[src/rtl/core/mtf_pkg.sv]
`default_nettype none

package mtf_pkg;

    // list geometry
    localparam int MAX_ENTRIES = 16;
    localparam int KEY_BITS    = 32;
    localparam int CNT_W       = $clog2(MAX_ENTRIES + 1);
    localparam int IDX_W       = $clog2(MAX_ENTRIES);
    localparam int CAP_W       = 5;
    localparam int SAT_W       = (CAP_W > CNT_W) ? CAP_W : CNT_W;

    // capacity after reset
    localparam logic [CAP_W-1:0] CAP_RESET = CAP_W'(16);

    // item operation codes
    localparam logic OP_ACCESS = 1'b0;
    localparam logic OP_DUMP   = 1'b1;

    typedef struct packed {
        logic                opcode;
        logic [KEY_BITS-1:0] key;
    } t_in_item;

    typedef struct packed {
        logic [KEY_BITS-1:0] entry_key;
        logic                is_empty;
        logic                last;
    } t_out_item;

    // controller to datapath
    typedef struct packed {
        logic load;
        logic access;
        logic dump_start;
        logic emit;
    } t_mtf_cmd;

    // datapath to controller
    typedef struct packed {
        logic dump_last;
    } t_mtf_status;

endpackage

`default_nettype wire

[src/rtl/core/mtf_ctrl.sv]
`default_nettype none

module mtf_ctrl (
    input  wire                       i_clk,
    input  wire                       i_rst_n,
    input  wire                       i_start,
    input  wire                       i_opcode,
    input  wire mtf_pkg::t_mtf_status i_status,
    output mtf_pkg::t_mtf_cmd         o_cmd,
    output logic                      o_busy
);
    import mtf_pkg::*;

    localparam logic [1:0] ST_IDLE = 2'd0;
    localparam logic [1:0] ST_ACC  = 2'd1;
    localparam logic [1:0] ST_DUMP = 2'd2;

    logic [1:0] r_state;
    logic [1:0] n_state;

    // state register
    always_ff @(posedge i_clk) begin
        if (!i_rst_n) begin
            r_state <= ST_IDLE;
        end else begin
            r_state <= n_state;
        end
    end

    // next state and commands
    always_comb begin
        n_state = r_state;
        o_cmd   = '0;
        case (r_state)
            ST_IDLE: begin
                if (i_start) begin
                    o_cmd.load = 1'b1;
                    if (i_opcode == OP_ACCESS) begin
                        n_state = ST_ACC;
                    end else begin
                        o_cmd.dump_start = 1'b1;
                        n_state          = ST_DUMP;
                    end
                end
            end
            ST_ACC: begin
                o_cmd.access = 1'b1;
                n_state      = ST_IDLE;
            end
            ST_DUMP: begin
                o_cmd.emit = 1'b1;
                if (i_status.dump_last) begin
                    n_state = ST_IDLE;
                end
            end
            default: begin
                n_state = ST_IDLE;
            end
        endcase
    end

    assign o_busy = (r_state != ST_IDLE);

endmodule

`default_nettype wire

[src/rtl/core/mtf_datapath.sv]
`default_nettype none

module mtf_datapath (
    input  wire                          i_clk,
    input  wire                          i_rst_n,
    input  wire mtf_pkg::t_mtf_cmd       i_cmd,
    input  wire [mtf_pkg::KEY_BITS-1:0]  i_key,
    input  wire                          i_cfg_we,
    input  wire [mtf_pkg::CAP_W-1:0]     i_cfg_data,
    output mtf_pkg::t_mtf_status         o_status,
    output logic                         o_strobe,
    output mtf_pkg::t_out_item           o_item
);
    import mtf_pkg::*;

    // saturate capacity to 1..MAX_ENTRIES
    function automatic logic [CNT_W-1:0] cap_sat(input logic [CAP_W-1:0] cap);
        logic [SAT_W-1:0] wide;
        logic [CNT_W-1:0] res;
        wide = SAT_W'(cap);
        if (cap == '0) begin
            res = CNT_W'(1);
        end else if (wide > SAT_W'(MAX_ENTRIES)) begin
            res = CNT_W'(MAX_ENTRIES);
        end else begin
            res = CNT_W'(wide);
        end
        return res;
    endfunction

    logic [KEY_BITS-1:0]  r_keys [MAX_ENTRIES];
    logic [KEY_BITS-1:0]  r_key;
    logic [CNT_W-1:0]     r_count;
    logic [CAP_W-1:0]     r_cap;
    logic [IDX_W-1:0]     r_idx;
    logic                 r_strobe;
    t_out_item            r_item;

    logic [MAX_ENTRIES-1:0] hit;
    logic [MAX_ENTRIES-1:0] hit_below;
    logic [CNT_W-1:0]       cap_use;
    logic [CNT_W-1:0]       cap_new;
    logic                   dump_last;

    assign cap_use = cap_sat(r_cap);
    assign cap_new = cap_sat(i_cfg_data);

    // parallel key compare over the listed entries
    always_comb begin
        for (int j = 0; j < MAX_ENTRIES; j++) begin
            hit[j] = (CNT_W'(j) < r_count) && (r_keys[j] == r_key);
        end
        for (int i = 0; i < MAX_ENTRIES; i++) begin
            hit_below[i] = |(hit & ({MAX_ENTRIES{1'b1}} >> (MAX_ENTRIES - i)));
        end
    end

    // final item of a dump run, or the single empty item
    assign dump_last = (r_count == '0) || ((CNT_W'(r_idx) + CNT_W'(1)) == r_count);

    // key store: front takes the key, entries ahead of its old place (all on a miss) move back one place
    always_ff @(posedge i_clk) begin
        if (i_cmd.access) begin
            r_keys[0] <= r_key;
            for (int i = 1; i < MAX_ENTRIES; i++) begin
                if (!hit_below[i]) begin
                    r_keys[i] <= r_keys[i-1];
                end
            end
        end
    end

    // latched item key
    always_ff @(posedge i_clk) begin
        if (i_cmd.load) begin
            r_key <= i_key;
        end
    end

    // capacity and entry count
    always_ff @(posedge i_clk) begin
        if (!i_rst_n) begin
            r_cap   <= CAP_RESET;
            r_count <= '0;
        end else if (i_cfg_we) begin
            r_cap <= i_cfg_data;
            if (r_count > cap_new) begin
                r_count <= cap_new;
            end
        end else if (i_cmd.access) begin
            if ((hit == '0) && (r_count < cap_use)) begin
                r_count <= r_count + CNT_W'(1);
            end
        end
    end

    // dump index
    always_ff @(posedge i_clk) begin
        if (!i_rst_n) begin
            r_idx <= '0;
        end else if (i_cmd.dump_start) begin
            r_idx <= '0;
        end else if (i_cmd.emit) begin
            r_idx <= r_idx + IDX_W'(1);
        end
    end

    // result register
    always_ff @(posedge i_clk) begin
        if (!i_rst_n) begin
            r_strobe <= 1'b0;
        end else begin
            r_strobe <= i_cmd.emit;
        end
    end

    always_ff @(posedge i_clk) begin
        if (i_cmd.emit) begin
            r_item.entry_key <= (r_count == '0) ? '0 : r_keys[r_idx];
            r_item.is_empty  <= (r_count == '0);
            r_item.last      <= dump_last;
        end
    end

    assign o_status.dump_last = dump_last;
    assign o_strobe           = r_strobe;
    assign o_item             = r_item;

endmodule

`default_nettype wire

[src/rtl/core/move_to_front_recent_list_top.sv]
`default_nettype none

// Move-to-front recent list. Pulse i_start with an item while o_busy is low.
// An access is accepted, then in ST_ACC all 16 entries are compared with
// the key and shifted at once; it gives no result. A dump keeps the block
// busy until the last entry, or the single empty item, is emitted, and
// streams one result per cycle on o_strobe, through the state and result
// registers after acceptance; the final one carries last. Results are shown
// for exactly one cycle and cannot be held off by the receiver. Capacity is
// written through i_cfg_we/i_cfg_data, by the user, while the block is idle;
// the block does not enforce it. Lowering capacity trims the list at once.
module move_to_front_recent_list_top (
    input  wire                       i_clk,
    input  wire                       i_rst_n,
    input  wire                       i_start,
    output logic                      o_busy,
    input  wire mtf_pkg::t_in_item    i_item,
    output logic                      o_strobe,
    output mtf_pkg::t_out_item        o_item,
    input  wire                       i_cfg_we,
    input  wire [mtf_pkg::CAP_W-1:0]  i_cfg_data
);
    import mtf_pkg::*;

    t_mtf_cmd    cmd;
    t_mtf_status status;

    // sequencer
    mtf_ctrl u_ctrl (
        .i_clk    (i_clk),
        .i_rst_n  (i_rst_n),
        .i_start  (i_start),
        .i_opcode (i_item.opcode),
        .i_status (status),
        .o_cmd    (cmd),
        .o_busy   (o_busy)
    );

    // list storage, compare and result register
    mtf_datapath u_datapath (
        .i_clk      (i_clk),
        .i_rst_n    (i_rst_n),
        .i_cmd      (cmd),
        .i_key      (i_item.key),
        .i_cfg_we   (i_cfg_we),
        .i_cfg_data (i_cfg_data),
        .o_status   (status),
        .o_strobe   (o_strobe),
        .o_item     (o_item)
    );

endmodule

`default_nettype wire
[config.mk]
export PLATFORM = sky130hd
export DESIGN_NAME = move_to_front_recent_list_top
export DESIGN_NICKNAME = d
export VERILOG_FILES = /design/src/rtl/core/mtf_pkg.sv /design/src/rtl/core/mtf_ctrl.sv /design/src/rtl/core/mtf_datapath.sv /design/src/rtl/core/move_to_front_recent_list_top.sv
export SDC_FILE = /design/constraint.sdc
export NUM_CORES = 1
export LEC_CHECK = 0
export CELL_PAD_IN_SITES_DETAIL_PLACEMENT = 0
export CELL_PAD_IN_SITES_GLOBAL_PLACEMENT = 1
export CORE_MARGIN = 8
export CORE_UTILIZATION = 38
export DETAILED_ROUTE_END_ITERATION = 16
export DONT_BUFFER_PORTS = 1
export GPL_ROUTABILITY_DRIVEN = 0
export PLACE_DENSITY = 0.65
export SLEW_MARGIN = 0
export SYNTH_ARGS = -nofsm -noshare
export SYNTH_HDL_FRONTEND = slang
export SYNTH_SLANG_ARGS = --single-unit
[constraint.sdc]
create_clock -name i_clk -period 20.7 [get_ports i_clk]
set_input_delay 4.14 -clock i_clk [delete_from_list [all_inputs] [get_ports i_clk]]
set_output_delay 4.14 -clock i_clk [all_outputs]
set_load 0.03 [all_outputs]
* Word-level counts from Yosys, hierarchy flattened
Memory sizes are Yosys's and may differ from the RTL's. A register that Yosys moved wholly into a read port is not among the register bits.
Cells that the tools add are included.
Widths: inputs -> output; s select.
** Word-level totals
- Bits in registers :: 51
- Latch bits :: 0
- Bits in writable memories :: 512
- Memory bits (read-only) :: 0
- Input port bits :: 42
- Output and inout port bits :: 36
- Memories kept :: 1
** Cells by class
- Add/subtract/negate cells :: 3
- Multipliers :: 0
- Divide/modulo/power cells :: 0
- Magnitude comparators :: 20
- Equality and inequality tests :: 22
- Shift-type cells :: 0
- Multiplexer cells :: 66
- Bitwise operators :: 1
- Reduce and logical (&&, ||, !) cells :: 43
** Memories
- u_datapath.r_keys :: words 16, bits a word 32, read ports 17, clocked after memory_dff 1, wr ports 16, line mtf_datapath.sv:31 : logic [KEY_BITS-1:0] r_keys [MAX_ENTRIES];
** Operators with widths (count)
- $eq 32x32->1 :: 16
- $mux 1 :: 54
- $lt 4x5->1 const A :: 8
- $mux 5 :: 8
- $lt 3x5->1 const A :: 4
- $logic_and 1x1->1 :: 17
- $logic_not 16->1 :: 1
- $logic_not 5->1 :: 3
- $reduce_or 15->1 :: 1
- $reduce_or 14->1 :: 1
- $reduce_or 13->1 :: 1
- $reduce_or 12->1 :: 1
- $reduce_or 11->1 :: 1
- $gt 5x5->1 const B :: 2
- $lt 1x5->1 const A :: 2
- $lt 2x5->1 const A :: 2
- $reduce_or 10->1 :: 1
- $reduce_or 9->1 :: 1
- $reduce_or 8->1 :: 1
- $reduce_or 7->1 :: 1
- $mux 2 :: 3
- $reduce_bool 2->1 :: 3
- $reduce_or 6->1 :: 1
- $add 4x1->5 const B :: 1
- 19 further kinds :: 21

* Longest topological paths before layout
Gate-level depths: netlist of run 1.
- Depth in word-level cells :: 8
- Gate-level depth with buffers :: 12
- Gate-level depth less buffers :: 12

* Modules after synthesis
Synthesis of run 1 repeated with hierarchy kept, for this count alone.
** Unflattened totals
- Cell total of the unflattened synthesis :: 1803
- Area, all modules :: 29180.5 µm²
** By module, submodules not included
- mtf_datapath :: times used 1, cells each 1790, area an instance 29066.6 µm², sequential area each 17656.9 µm²
- mtf_ctrl :: times used 1, cells each 13, area an instance 113.9 µm², sequential area each 40.0 µm²

* Worst setup path before layout of run 1
No wires, ideal clock.
- Path kind :: flip-flop to flip-flop
- Start point :: register u_ctrl.r_state[0]
- End point :: memory u_datapath.r_keys[14][0] (enable)
- Arrival time :: 6243 ps
- Data required time :: 20279 ps
- Slack :: 14036 ps
- Stages on the path, launching flop included :: 8
- Period minus slack after synthesis :: 6664 ps
- Cell sequence :: dfxtp_1 -> nor2b_1 -> o31ai_1 -> or3_4 -> nor3_4 -> and3_1 -> nand2_1 -> nor2_1
** RTL lines
- start: declaration :: line mtf_ctrl.sv:18 : logic [1:0] r_state;
- start signal: assignment :: line mtf_ctrl.sv:26 : r_state <= n_state;
- end: declaration :: line mtf_datapath.sv:31

* Worst setup path after layout of run 1
- Start point :: input i_cfg_data[4] in the netlist's numbering
- End point :: register u_datapath.r_count[1]
** On the way
- Longest elaborated chain between the ends :: 6
** RTL lines
- start: declaration :: line move_to_front_recent_list_top.sv:21 : input wire [mtf_pkg::CAP_W-1:0] i_cfg_data
- $gt 5x5->1 :: line mtf_datapath.sv:23 : end else if (wide > SAT_W'(MAX_ENTRIES)) begin
- $mux 5 :: line mtf_datapath.sv:23
- $mux 5 (*) :: line mtf_datapath.sv:21 : if (cap == '0) begin
- $gt 5x5->1 :: line mtf_datapath.sv:87 : if (r_count > cap_new) begin
- $ne 2x1->1 (no line)
- $reduce_and 3->1 (no line)
- end signal: assignment :: line mtf_datapath.sv:88 : r_count <= cap_new;
- end signal: assignment :: line mtf_datapath.sv:92 : r_count <= r_count + CNT_W'(1);
- end: declaration :: line mtf_datapath.sv:33 : logic [CNT_W-1:0] r_count;
Every way passes the cells marked *; elsewhere a longest branch is shown, timed or not. The select of a mux whose other input is x is not followed.
A chain may end at the register's enable or synchronous reset.

==> qor.yml, run 1 <==
detailed_routing:
  route.vias.total: 16100
  viasPerCell: 5.79
  drtAntennaViolNets: 0
  routed_wl_mm: 89.4
  dr.pass1.iters: 7
  drc_errors: 0
  first_iter_violations: 1660
  wl_per_cell_um: 32.1
sta:
  fin_crit_sh_pct: 27.3
  setup-tns-final_ns: 0
  clock.fmax_mhz: 177
  hold_violations: 0
  worst_slack_ns: 15.05
  rsz0062_at_grt: "false"
  period_minus_slack_ns: 5.65
  relSlewSlack_pct: 24.2
  setup_viol: 0
  timing.hold.ws_ns: 0.493
  maxSlewViolCount: 0
  worstMarginPinSlew_ns: 1.13
  skew_ns: 0.0261
final_layout:
  area_growth_pct: 10.4
  nets: 1806
  antenna_cells: 0
  instances_no_fill: 2781
  drive_above_1_share_pct: 17.6
worst_setup_path:
  crit_chain: "inv_1 > nand2_1 > ha_1 > nor2b_1 > o21a_1 > o21a_1 > o21ai_0 > a221oi_1 > a21oi_4 > a311oi_1 > a211oi_1"
  worstPathRequired_ns: 21.17
  r2r_start: "u_datapath.r_key[24]"
  worst-path-buf-inv: 1
  crit_slowest_cell: "a221oi_1"
  path_delay_family: "compound AO/OA/AOI/OAI gates"
  slowest_delay_ns: 0.54
  worstPathArrival_ns: 6.13
  crit_start: "i_cfg_data[4]"
  critPathKind: "in2reg"
  crit_fanout: 7
  worstSetupStartpointType: "input port"
  critPathMostFrequentCell: "o21a_1"
  endpoint_kind: "register"
clock_network:
  cts.path.max_buffers: 3
  cts_buffers: 69
  cts_tree: "yes"
  htreeDepth: 3
  clk_pin_slew_ns: 0.06
  clkLatencyLatePin_ns: 0.61
  cts_resized: 0
  cts_root_buf: "clkbuf_16"
  ctsHoldBuffers: 0
  postCtsSetupBuffers: 0
  clock_sinks: 595
synth:
  synth_common_cells: "edfxtp_1 (578), xnor2_1 (315), xor2_1 (203)"
  syn-num-nets: 1811
  synth_area_sq_mm: 0.0288
  synth-seq-cells: 595
  synth_top_area_share_pct: 60.2
  seq_area_frac_synth_pct: 61.4
  synthMostInstantiatedCell: "edfxtp_1"
  synthArstFlopShare_pct: 0
  ys_types: 60
  yosys_warnings: 0
  synth_area_leader_cell: "edfxtp_1"
  syn_area_per_cell_sq_um: 16.4
  synth_edf_count: 578
  synth_area_leaders: "edfxtp_1 (60%), mux4_2 (13%), xnor2_1 (9.6%)"
  ys.flop_type: "edfxtp_1"
  synth_cells: 1757
outcome:
  outcome: "finished, final reports clean"
placement:
  dp.cells: 2659
  dp_slack_ns: 14.46
  portBuffers: 0
  dp_hpwl_mm: 67.0
pwr:
  leakage_nw: 9.64
  powerDensity_mw_per_mm2: 89.8
  p_total_w: 0.00286
  irDropWorstVdd_uv: 80.3
global_route:
  track_usage_pct: 20.6
  grt-ovfl-total: 0
  grt_pass1_vias: 16600
  grt_max_degree: 57
  antenna_found_initial: 6
  grt_pass1_wl_mm: 125
floorplanning:
  num_io_pins: 78
  die_h_um: 291
  die_width_um: 291
  core_sq_mm: 0.0756
  design.die.area_sq_mm: 0.0849
  rows: 101
  start_util_pct: 38.1
min_path:
  hold_path_class: "reg2reg"
  min_from: "u_datapath.r_keys[6][7]"
run:
  cap_violations: 0
[area by class of cell]
cell class,count,area [sq um]
Timing Repair Buffer,36,270
Clock buffer,89,1840
Fill cell,6779,43700
Sequential cell,595,17700
Tap cell,978,1220
Clock inverter,33,268
Multi-Input combinational cell,1034,10500
Inverter,16,60.1
[worst register-to-register path, stage by stage (launching register included)]
cell and delay (ns):
edfxtp_1 1.09, xor2_1 0.29, nor4_1 0.10, nand4_1 0.12, o31ai_1 0.13, or3_4 0.49
nor3_4 0.18, buf_4 0.55, and3_2 1.01, nand2_1 0.24, nor2_4 0.87
[placed cells by master, fill, tap and decap left out, types with 6 or more instances in the layout]
cell type,instances
a21oi_1,6
and2_1,6
buf_4,36
clkbuf_1,18
clkbuf_16,71
clkinv_1,11
clkinv_2,11
dfxtp_1,13
edfxtp_1,578
ha_1,12
inv_1,15
mux4_2,160
nand2_1,22
nand3_1,24
nand4_1,82
nor2_1,20
nor2b_1,34
nor3_1,16
nor4_1,58
o21ai_0,8
xnor2_1,315
xor2_1,203
[final timing paths]
kind / slack (ns) / depth (start not counted) / endpoint
worst max-delay path: 15.05 / 11 / u_datapath.r_count[1]
worst min-delay path: 0.49 / 0 / u_datapath.r_keys[7][7]
worst max register to register: 15.19 / 10 / u_datapath.r_keys[14][5]
worst min register to register: 0.49 / 0 / u_datapath.r_keys[7][7]
[stage by stage]
stage	instance area, sq um	util (%)
CTS	31800	42.1
global placement	29700	39.3
floorplan	28800	-
global route	31800	42.1
finish	31800	42.1
detailed placement	29700	39.3
[report_power, final]
| group | leakage, nW | switching, W | total (W) | internal (W) |
|---|---|---|---|---|
| Combinational | 3.18 | 0.000165 | 0.000266 | 0.000101 |
| Clock | 1.03 | 0.000495 | 0.00116 | 0.000668 |
| Sequential | 5.44 | 0.0000608 | 0.00143 | 0.00137 |
[routing by layer]
layer | share of wire (%) | GRT usage (%) | vias up
met3 | 8.2 | 4.85 | 169
met5 | 0 | 0 | -
met1 | 40 | 26.3 | 8413
li1 | - | - | 6732
met2 | 46 | 32.3 | 800
met4 | 5.8 | 11.2 | 0
[cells by family after synthesis]
family | share of synthesized area (%)
DFF | 61.4
adders and majority gates | 0.521
buffers and inverters | 2.48
and+or+nand+nor | 6.03
AOI/OAI and AO/OA | 1.11
xor gates and xnor gates | 15.8
muxes | 12.7
[state kept, by name, summed over array words and instances, names as in the netlist]
name	count
u_ctrl.r_state	2
u_datapath.o_item	34
u_datapath.o_strobe	1
u_datapath.r_cap	5
u_datapath.r_count	5
u_datapath.r_idx	4
u_datapath.r_key	32
u_datapath.r_keys	512
Power figures use the tool's default switching activity.
==> inputs of run 2 (changes only) <==
--- a/config.mk
+++ b/config.mk
@@ -5,6 +5,7 @@
 export SDC_FILE = /design/constraint.sdc
 export NUM_CORES = 1
 export LEC_CHECK = 0
+export ABC_AREA = 1
 export CELL_PAD_IN_SITES_DETAIL_PLACEMENT = 0
 export CELL_PAD_IN_SITES_GLOBAL_PLACEMENT = 1
 export CORE_MARGIN = 8
@@ -12,7 +13,7 @@
 export DETAILED_ROUTE_END_ITERATION = 16
 export DONT_BUFFER_PORTS = 1
 export GPL_ROUTABILITY_DRIVEN = 0
-export PLACE_DENSITY = 0.65
+export PLACE_DENSITY = 0.72
 export SLEW_MARGIN = 0
 export SYNTH_ARGS = -nofsm -noshare
 export SYNTH_HDL_FRONTEND = slang
==> constraint.sdc (replaced) <==
create_clock -name i_clk -period 5.1 [get_ports i_clk]
set_input_delay 1.02 -clock i_clk [delete_from_list [all_inputs] [get_ports i_clk]]
set_output_delay 1.02 -clock i_clk [all_outputs]
set_load 0.03 [all_outputs]
==> run 2 against run 1 <==
Against the previous run: count of clock-buffer cells in the layout decreased by 2; sequential share of layout area decreased by 6.0 points; clock skew up 0.0068 ns; critical path depth increased by 4; wire length is 17% higher; combinational power grew to 6.8 times the previous value; utilization fell by 0.26 points; final cell count grew 67%.
==> qor.yml, run 2 <==
final_layout:
  mostFrequentLayoutCells: "nand2_1 (697), edfxtp_1 (578), nor2_1 (500)"
  nets: 3495
  final_common_cell: "nand2_1"
  regMostFlops: "u_datapath.r_keys"
  fin_area_sq_mm: 0.0356
  drive_above_1_share_pct: 7.18
  fin_util_pct: 41.9
  area_growth_pct: 9.33
  largest_reg_flops: 512
placement:
  placed_area_sq_mm: 0.0334
  dp_hpwl_mm: 76.9
  dp_slack_ns: 1.49
  portBuffers: 0
synth:
  synth_cells: 3491
  syn_area_per_cell_sq_um: 9.34
  synth_common_cells: "nand2_1 (697), edfxtp_1 (578), nor2_1 (506)"
  synth_area_leader_cell: "edfxtp_1"
  synth_area_sq_mm: 0.0326
  synth-seq-cells: 595
  synth_top_area_share_pct: 53.2
  synthMostInstantiatedCell: "nand2_1"
  synth_edf_count: 578
  synth_area_leaders: "edfxtp_1 (53%), nand2_1 (8.0%), nor2_1 (5.8%)"
  ys.flop_type: "edfxtp_1"
  yosys_warnings: 0
  synthArstFlopShare_pct: 0
  syn-num-nets: 3545
  ys_types: 55
  seq_area_frac_synth_pct: 54.3
global_route:
  grt_max_degree: 149
  track_usage_pct: 21.3
  grt_pass1_wl_mm: 152
  antenna_found_initial: 2
  grt_pass1_vias: 23400
  grt-ovfl-total: 0
clock_network:
  cts_tree: "yes"
  clock_sinks: 595
  postCtsSetupBuffers: 0
  cts_resized: 0
  cts_root_buf: "clkbuf_16"
  cts_buffers: 71
  ctsHoldBuffers: 0
  clk_pin_slew_ns: 0.06
  clkLatencyLatePin_ns: 0.62
  cts.path.max_buffers: 3
  htreeDepth: 3
worst_setup_path:
  crit_fanout: 32
  endpoint_kind: "register"
  critPathKind: "reg2reg"
  worstSetupStartpointType: "register"
  worstPathArrival_ns: 3.94
  worstPathRequired_ns: 5.34
floorplanning:
  design.die.area_sq_mm: 0.0954
  die_h_um: 309
  num_io_pins: 78
  rows: 107
  core_sq_mm: 0.0851
  start_util_pct: 38.3
  die_width_um: 309
pwr:
  power_frac_comb_pct: 14.3
  power_frac_seq_pct: 46.5
  p_clk_share_pct: 39.2
  p_sw_share_pct: 29.1
  p_switching_w: 0.00368
  irDropWorstVdd_uv: 241
  leakage_nw: 13.2
  powerDensity_mw_per_mm2: 355
  internal_power_w: 0.00897
sta:
  clock.fmax_mhz: 271
  rsz0062_at_grt: "false"
  hold_violations: 0
  fin_crit_sh_pct: 72.5
  setup-tns-final_ns: 0
  period_minus_slack_ns: 3.70
  relSlewSlack_pct: 23.6
  worstMarginPinSlew_ns: 1.15
  maxSlewViolCount: 0
  worst_slack_ns: 1.40
  setup_viol: 0
  skew_ns: 0.0329
outcome:
  outcome: "finished, final reports clean"
detailed_routing:
  drtAntennaViolNets: 0
  route.vias.total: 24400
  viasPerCell: 5.27
  wl_per_cell_um: 22.5
  first_iter_violations: 2409
  drc_errors: 0
  routed_wl_mm: 104
  dr.pass1.iters: 6
run:
  cap_violations: 0
min_path:
  hold_path_class: "reg2reg"
==> run 2: cell types whose count changed in the layout (fill, tap and decap cells not counted), sizes merged, moves of 24 or more <==
cell	delta
nor4	-49
inv	+237
o221ai	+54
o211ai	+33
mux4	-160
nor3	+24
nor2b	-32
a21oi	+153
o21ai	+291
nand3	+133
nand2	+688
xor2	-32
nor2	+495
xnor2	-176
==> run 2: power by group through the flow <==
| stage | clock network (W) | registers [W] | logic (W) |
|---|---|---|---|
| final | 0.00496 | 0.00588 | 0.00181 |
| after global placement | 0 | 0.00596 | 0.00180 |
| after global routing | 0.00524 | 0.00590 | 0.00197 |
| after detailed placement | 0 | 0.00597 | 0.00179 |
| after CTS | 0.00506 | 0.00587 | 0.00180 |
| after floorplan | 0 | 0.00587 | 0.00119 |
==> run 2: logic make-up (layout without fill, tap and decap cells) <==
kind of cell             after synthesis  count (layout)  synth area share (%)
AO/OA/AOI/OAI                        572             572                  9.84
XOR/XNOR                             311             311                  8.42
adder cells (fa/ha/maj)               12              12                 0.460
buffers and inverters                430             433                  6.47
flip-flops                           595             595                  54.3
other                                  0               1                     0
AND/OR/NAND/NOR                     1571            1571                  20.5
==> run 2: per-stage QoR <==
stage	power (W)	std cells	hold slack [ns]
global placement	0.00776	4512	0.432
detailed placement	0.00777	4512	0.434
CTS	0.0127	4638	0.438
floorplan	0.00706	3491	0.426
global route	0.0131	4638	0.457
finish	0.0126	4639	0.446
==> run 2: worst paths after layout <==
check	from	to	slack, ns	cells after the start
worst max-delay path	u_datapath.r_key[30]	u_datapath.r_keys[15][6]	1.40	15
worst max register to register	u_datapath.r_key[30]	u_datapath.r_keys[15][6]	1.40	15
worst min-delay path	u_datapath.r_keys[13][7]	u_datapath.r_keys[14][7]	0.45	0
worst min register to register	u_datapath.r_keys[13][7]	u_datapath.r_keys[14][7]	0.45	0
==> run 2: cell type report <==
class | instances | area (sq um)
fillers | 8394 | 49500
diodes | 1 | 2.50
clock buffers | 87 | 1880
clock inverters | 39 | 328
repair buffers | 56 | 445
inverters | 251 | 960
well taps | 1144 | 1430
multi-input cells | 2466 | 12900
flip-flops and latches | 595 | 17700
==> run 2: per-layer routing <==
layer	global-route usage, %	wire [um]	vias to the layer above
met5	0	8	-
met4	8.18	3810	2
met3	3.73	7350	165
met2	33.5	46700	882
met1	29.4	46400	11600
li1	-	-	11800
==> run 2: critical path: stages, from the launching register on <==
cell and delay [ns]:
edfxtp_1 0.94, inv_1 0.32, nand2_1 0.15, nand2_1 0.06, nand2_1 0.08, nor2_1 0.05, nand4_1 0.10, nor2_1 0.07
nand3b_1 0.08, nand2_1 0.12, nor2_2 0.20, nand2_2 0.18, nor2_2 0.22, nand3_1 0.16, nor2_4 0.11, buf_4 0.45
==> inputs of run 3 (changes only) <==
==> constraint.sdc (replaced) <==
create_clock -name i_clk -period 3.2 [get_ports i_clk]
set_input_delay 0.64 -clock i_clk [delete_from_list [all_inputs] [get_ports i_clk]]
set_output_delay 0.64 -clock i_clk [all_outputs]
set_load 0.03 [all_outputs]
==> run 3 against run 2 <==
Against the previous run: first-iteration DRC count down 7.8%; utilization up 2.6 points; flip-flop and latch count unchanged; sequential share of layout area decreased by 2.9 points; power increased by 67%; clock power is 67% higher; sequential power grew 58%; clock skew fell by 0.0016 ns; worst hold slack worse by 0.35 ns; combinational power is 93% higher; highest routed layer unchanged.
==> qor.yml, run 3 (synthesis results as in run 2) <==
final_layout:
  largest_reg_flops: 512
  final_common_cell: "nand2_1"
  regArea_sq_mm: 0.0177
  area_growth_pct: 16.1
  drive_above_1_share_pct: 12.3
  nets: 3699
  multi_input_area_sq_mm: 0.0129
  regMostFlops: "u_datapath.r_keys"
  mostFrequentLayoutCells: "nand2_1 (697), edfxtp_1 (578), nor2_1 (500)"
  fillers: 8227
floorplanning:
  design.die.area_sq_mm: 0.0954
  start_util_pct: 38.3
  rows: 107
  num_io_pins: 78
  core_sq_mm: 0.0851
  die_width_um: 309
  die_h_um: 309
detailed_routing:
  drc_errors: 0
  route.vias.total: 25100
  routed_wl_mm: 105
  dr.pass1.iters: 6
  wl_per_cell_um: 21.6
  drtAntennaViolNets: 0
  first_iter_violations: 2222
  viasPerCell: 5.19
sta:
  relSlewSlack_pct: 40.3
  setup_viol: 0
  period_minus_slack_ns: 3.02
  worst_slack_ns: 0.175
  clock.fmax_mhz: 331
  fin_crit_sh_pct: 94.5
  hold_violations: 0
  skew_ns: 0.0313
  maxSlewViolCount: 0
  worstMarginPinSlew_ns: 0.896
  rsz0062_at_grt: "false"
global_route:
  grt-ovfl-total: 0
  antenna_found_initial: 3
  grt_max_degree: 94
  track_usage_pct: 21.4
  grt_pass1_wl_mm: 153
  grt_pass1_vias: 24200
worst_setup_path:
  endpoint_kind: "register"
  path_delay_family: "simple AND/OR/NAND/NOR gates"
  worstSetupStartpointType: "register"
  slowest_delay_ns: 0.58
  crit_fanout: 16
  crit_slowest_cell: "edfxtp_1"
  worstPathRequired_ns: 3.45
  worstPathArrival_ns: 3.28
  crit_chain: "buf_4 > xor2_1 > nor3_2 > nand3b_1 > nor2_1 > nand3_1 > nand2_1 > nor2_1 > nand2_2 > nor2_2 > nand3_1 > nor2_4"
  worst-path-buf-inv: 1
  critPathKind: "reg2reg"
pwr:
  leakage_nw: 14.4
  powerDensity_mw_per_mm2: 557
  irDropWorstVdd_uv: 360
  p_total_w: 0.0211
placement:
  dp_slack_ns: -0.0678
  dp_hpwl_mm: 79.6
  portBuffers: 0
outcome:
  outcome: "finished, final reports clean"
clock_network:
  clk_pin_slew_ns: 0.06
  cts_buffers: 71
  cts_tree: "yes"
  cts.path.max_buffers: 3
  clock_sinks: 595
  clkLatencyLatePin_ns: 0.63
  htreeDepth: 3
  cts_root_buf: "clkbuf_16"
run:
  cap_violations: 0
min_path:
  hold_path_class: "in2reg"
run 3: changes by cell type in the layout (fill, tap and decap cells not counted), sizes merged:
cell      change
buf         +203
clkbuf        +4
bufinv        +3
inv           -3
clkinvlp      -2
clkinv        -1
nor2          +1
run 3: routing by layer:
metal	GRT usage, %	routed length [um]	vias up
li1	-	-	12200
met1	29.4	46300	11900
met2	34.7	47900	898
met3	3.12	6910	160
met4	6.94	3410	2
met5	0	8	-
run 3: where the power goes:
part / internal, W / switching (W) / total (W)
clock network: 0.00497 / 0.00333 / 0.00829
registers: 0.00894 / 0.000366 / 0.00931
logic: 0.00120 / 0.00230 / 0.00350
run 3: cell type report:
| cell class | count | area share [%] |
|---|---|---|
| antenna | 1 | 0.00661 |
| tap | 1144 | 3.78 |
| clock buffer | 91 | 5.17 |
| clock inverter | 36 | 1.02 |
| timing repair buffer | 259 | 6.56 |
| sequential | 595 | 46.8 |
| inverter | 251 | 2.54 |
| multi-input combinational | 2467 | 34.1 |
run 3: worst register-to-register path: stages, from the launching register on:
cell	delay, ns
edfxtp_1	0.58
buf_4	0.27
xor2_1	0.19
nor3_2	0.07
nand3b_1	0.12
nor2_1	0.08
nand3_1	0.08
nand2_1	0.08
nor2_1	0.13
nand2_2	0.11
nor2_2	0.20
nand3_1	0.23
nor2_4	0.53
run 3: timing repair:
item / in CTS / in global routing
hold buffers: 0 / 0
setup endpoints to repair: 32 / 48
setup buffers: 0 / 1
gates cloned: 1 / 0
gates resized for setup: 1 / 1
pin swaps: 1 / 1
run 3: through the flow:
| stage | area, sq um | instances | TNS [ns] | utilization, % | hold slack, ns |
|---|---|---|---|---|---|
| global route | 37800 | 4843 | 0 | 44.4 | 0.0798 |
| detailed placement | 35500 | 4714 | -2.09 | 41.6 | 0.435 |
| floorplan | 32700 | 3491 | 0 | - | 0.426 |
| global placement | 35500 | 4714 | -0.461 | 41.6 | 0.433 |
| finish | 37800 | 4844 | 0 | 44.4 | 0.0978 |
| CTS | 37800 | 4842 | 0 | 44.4 | 0.0566 |
run 3: final timing paths:
check / startpoint / endpoint / slack [ns] / depth (start not counted)
max reg2reg: u_datapath.r_key[27] / u_datapath.r_keys[15][23] / 0.18 / 12
max: u_datapath.r_key[27] / u_datapath.r_keys[15][23] / 0.18 / 12
min: i_item[32] / u_ctrl.r_state[0] / 0.1 / 1
min reg2reg: u_datapath.r_keys[13][7] / u_datapath.r_keys[14][7] / 0.44 / 0
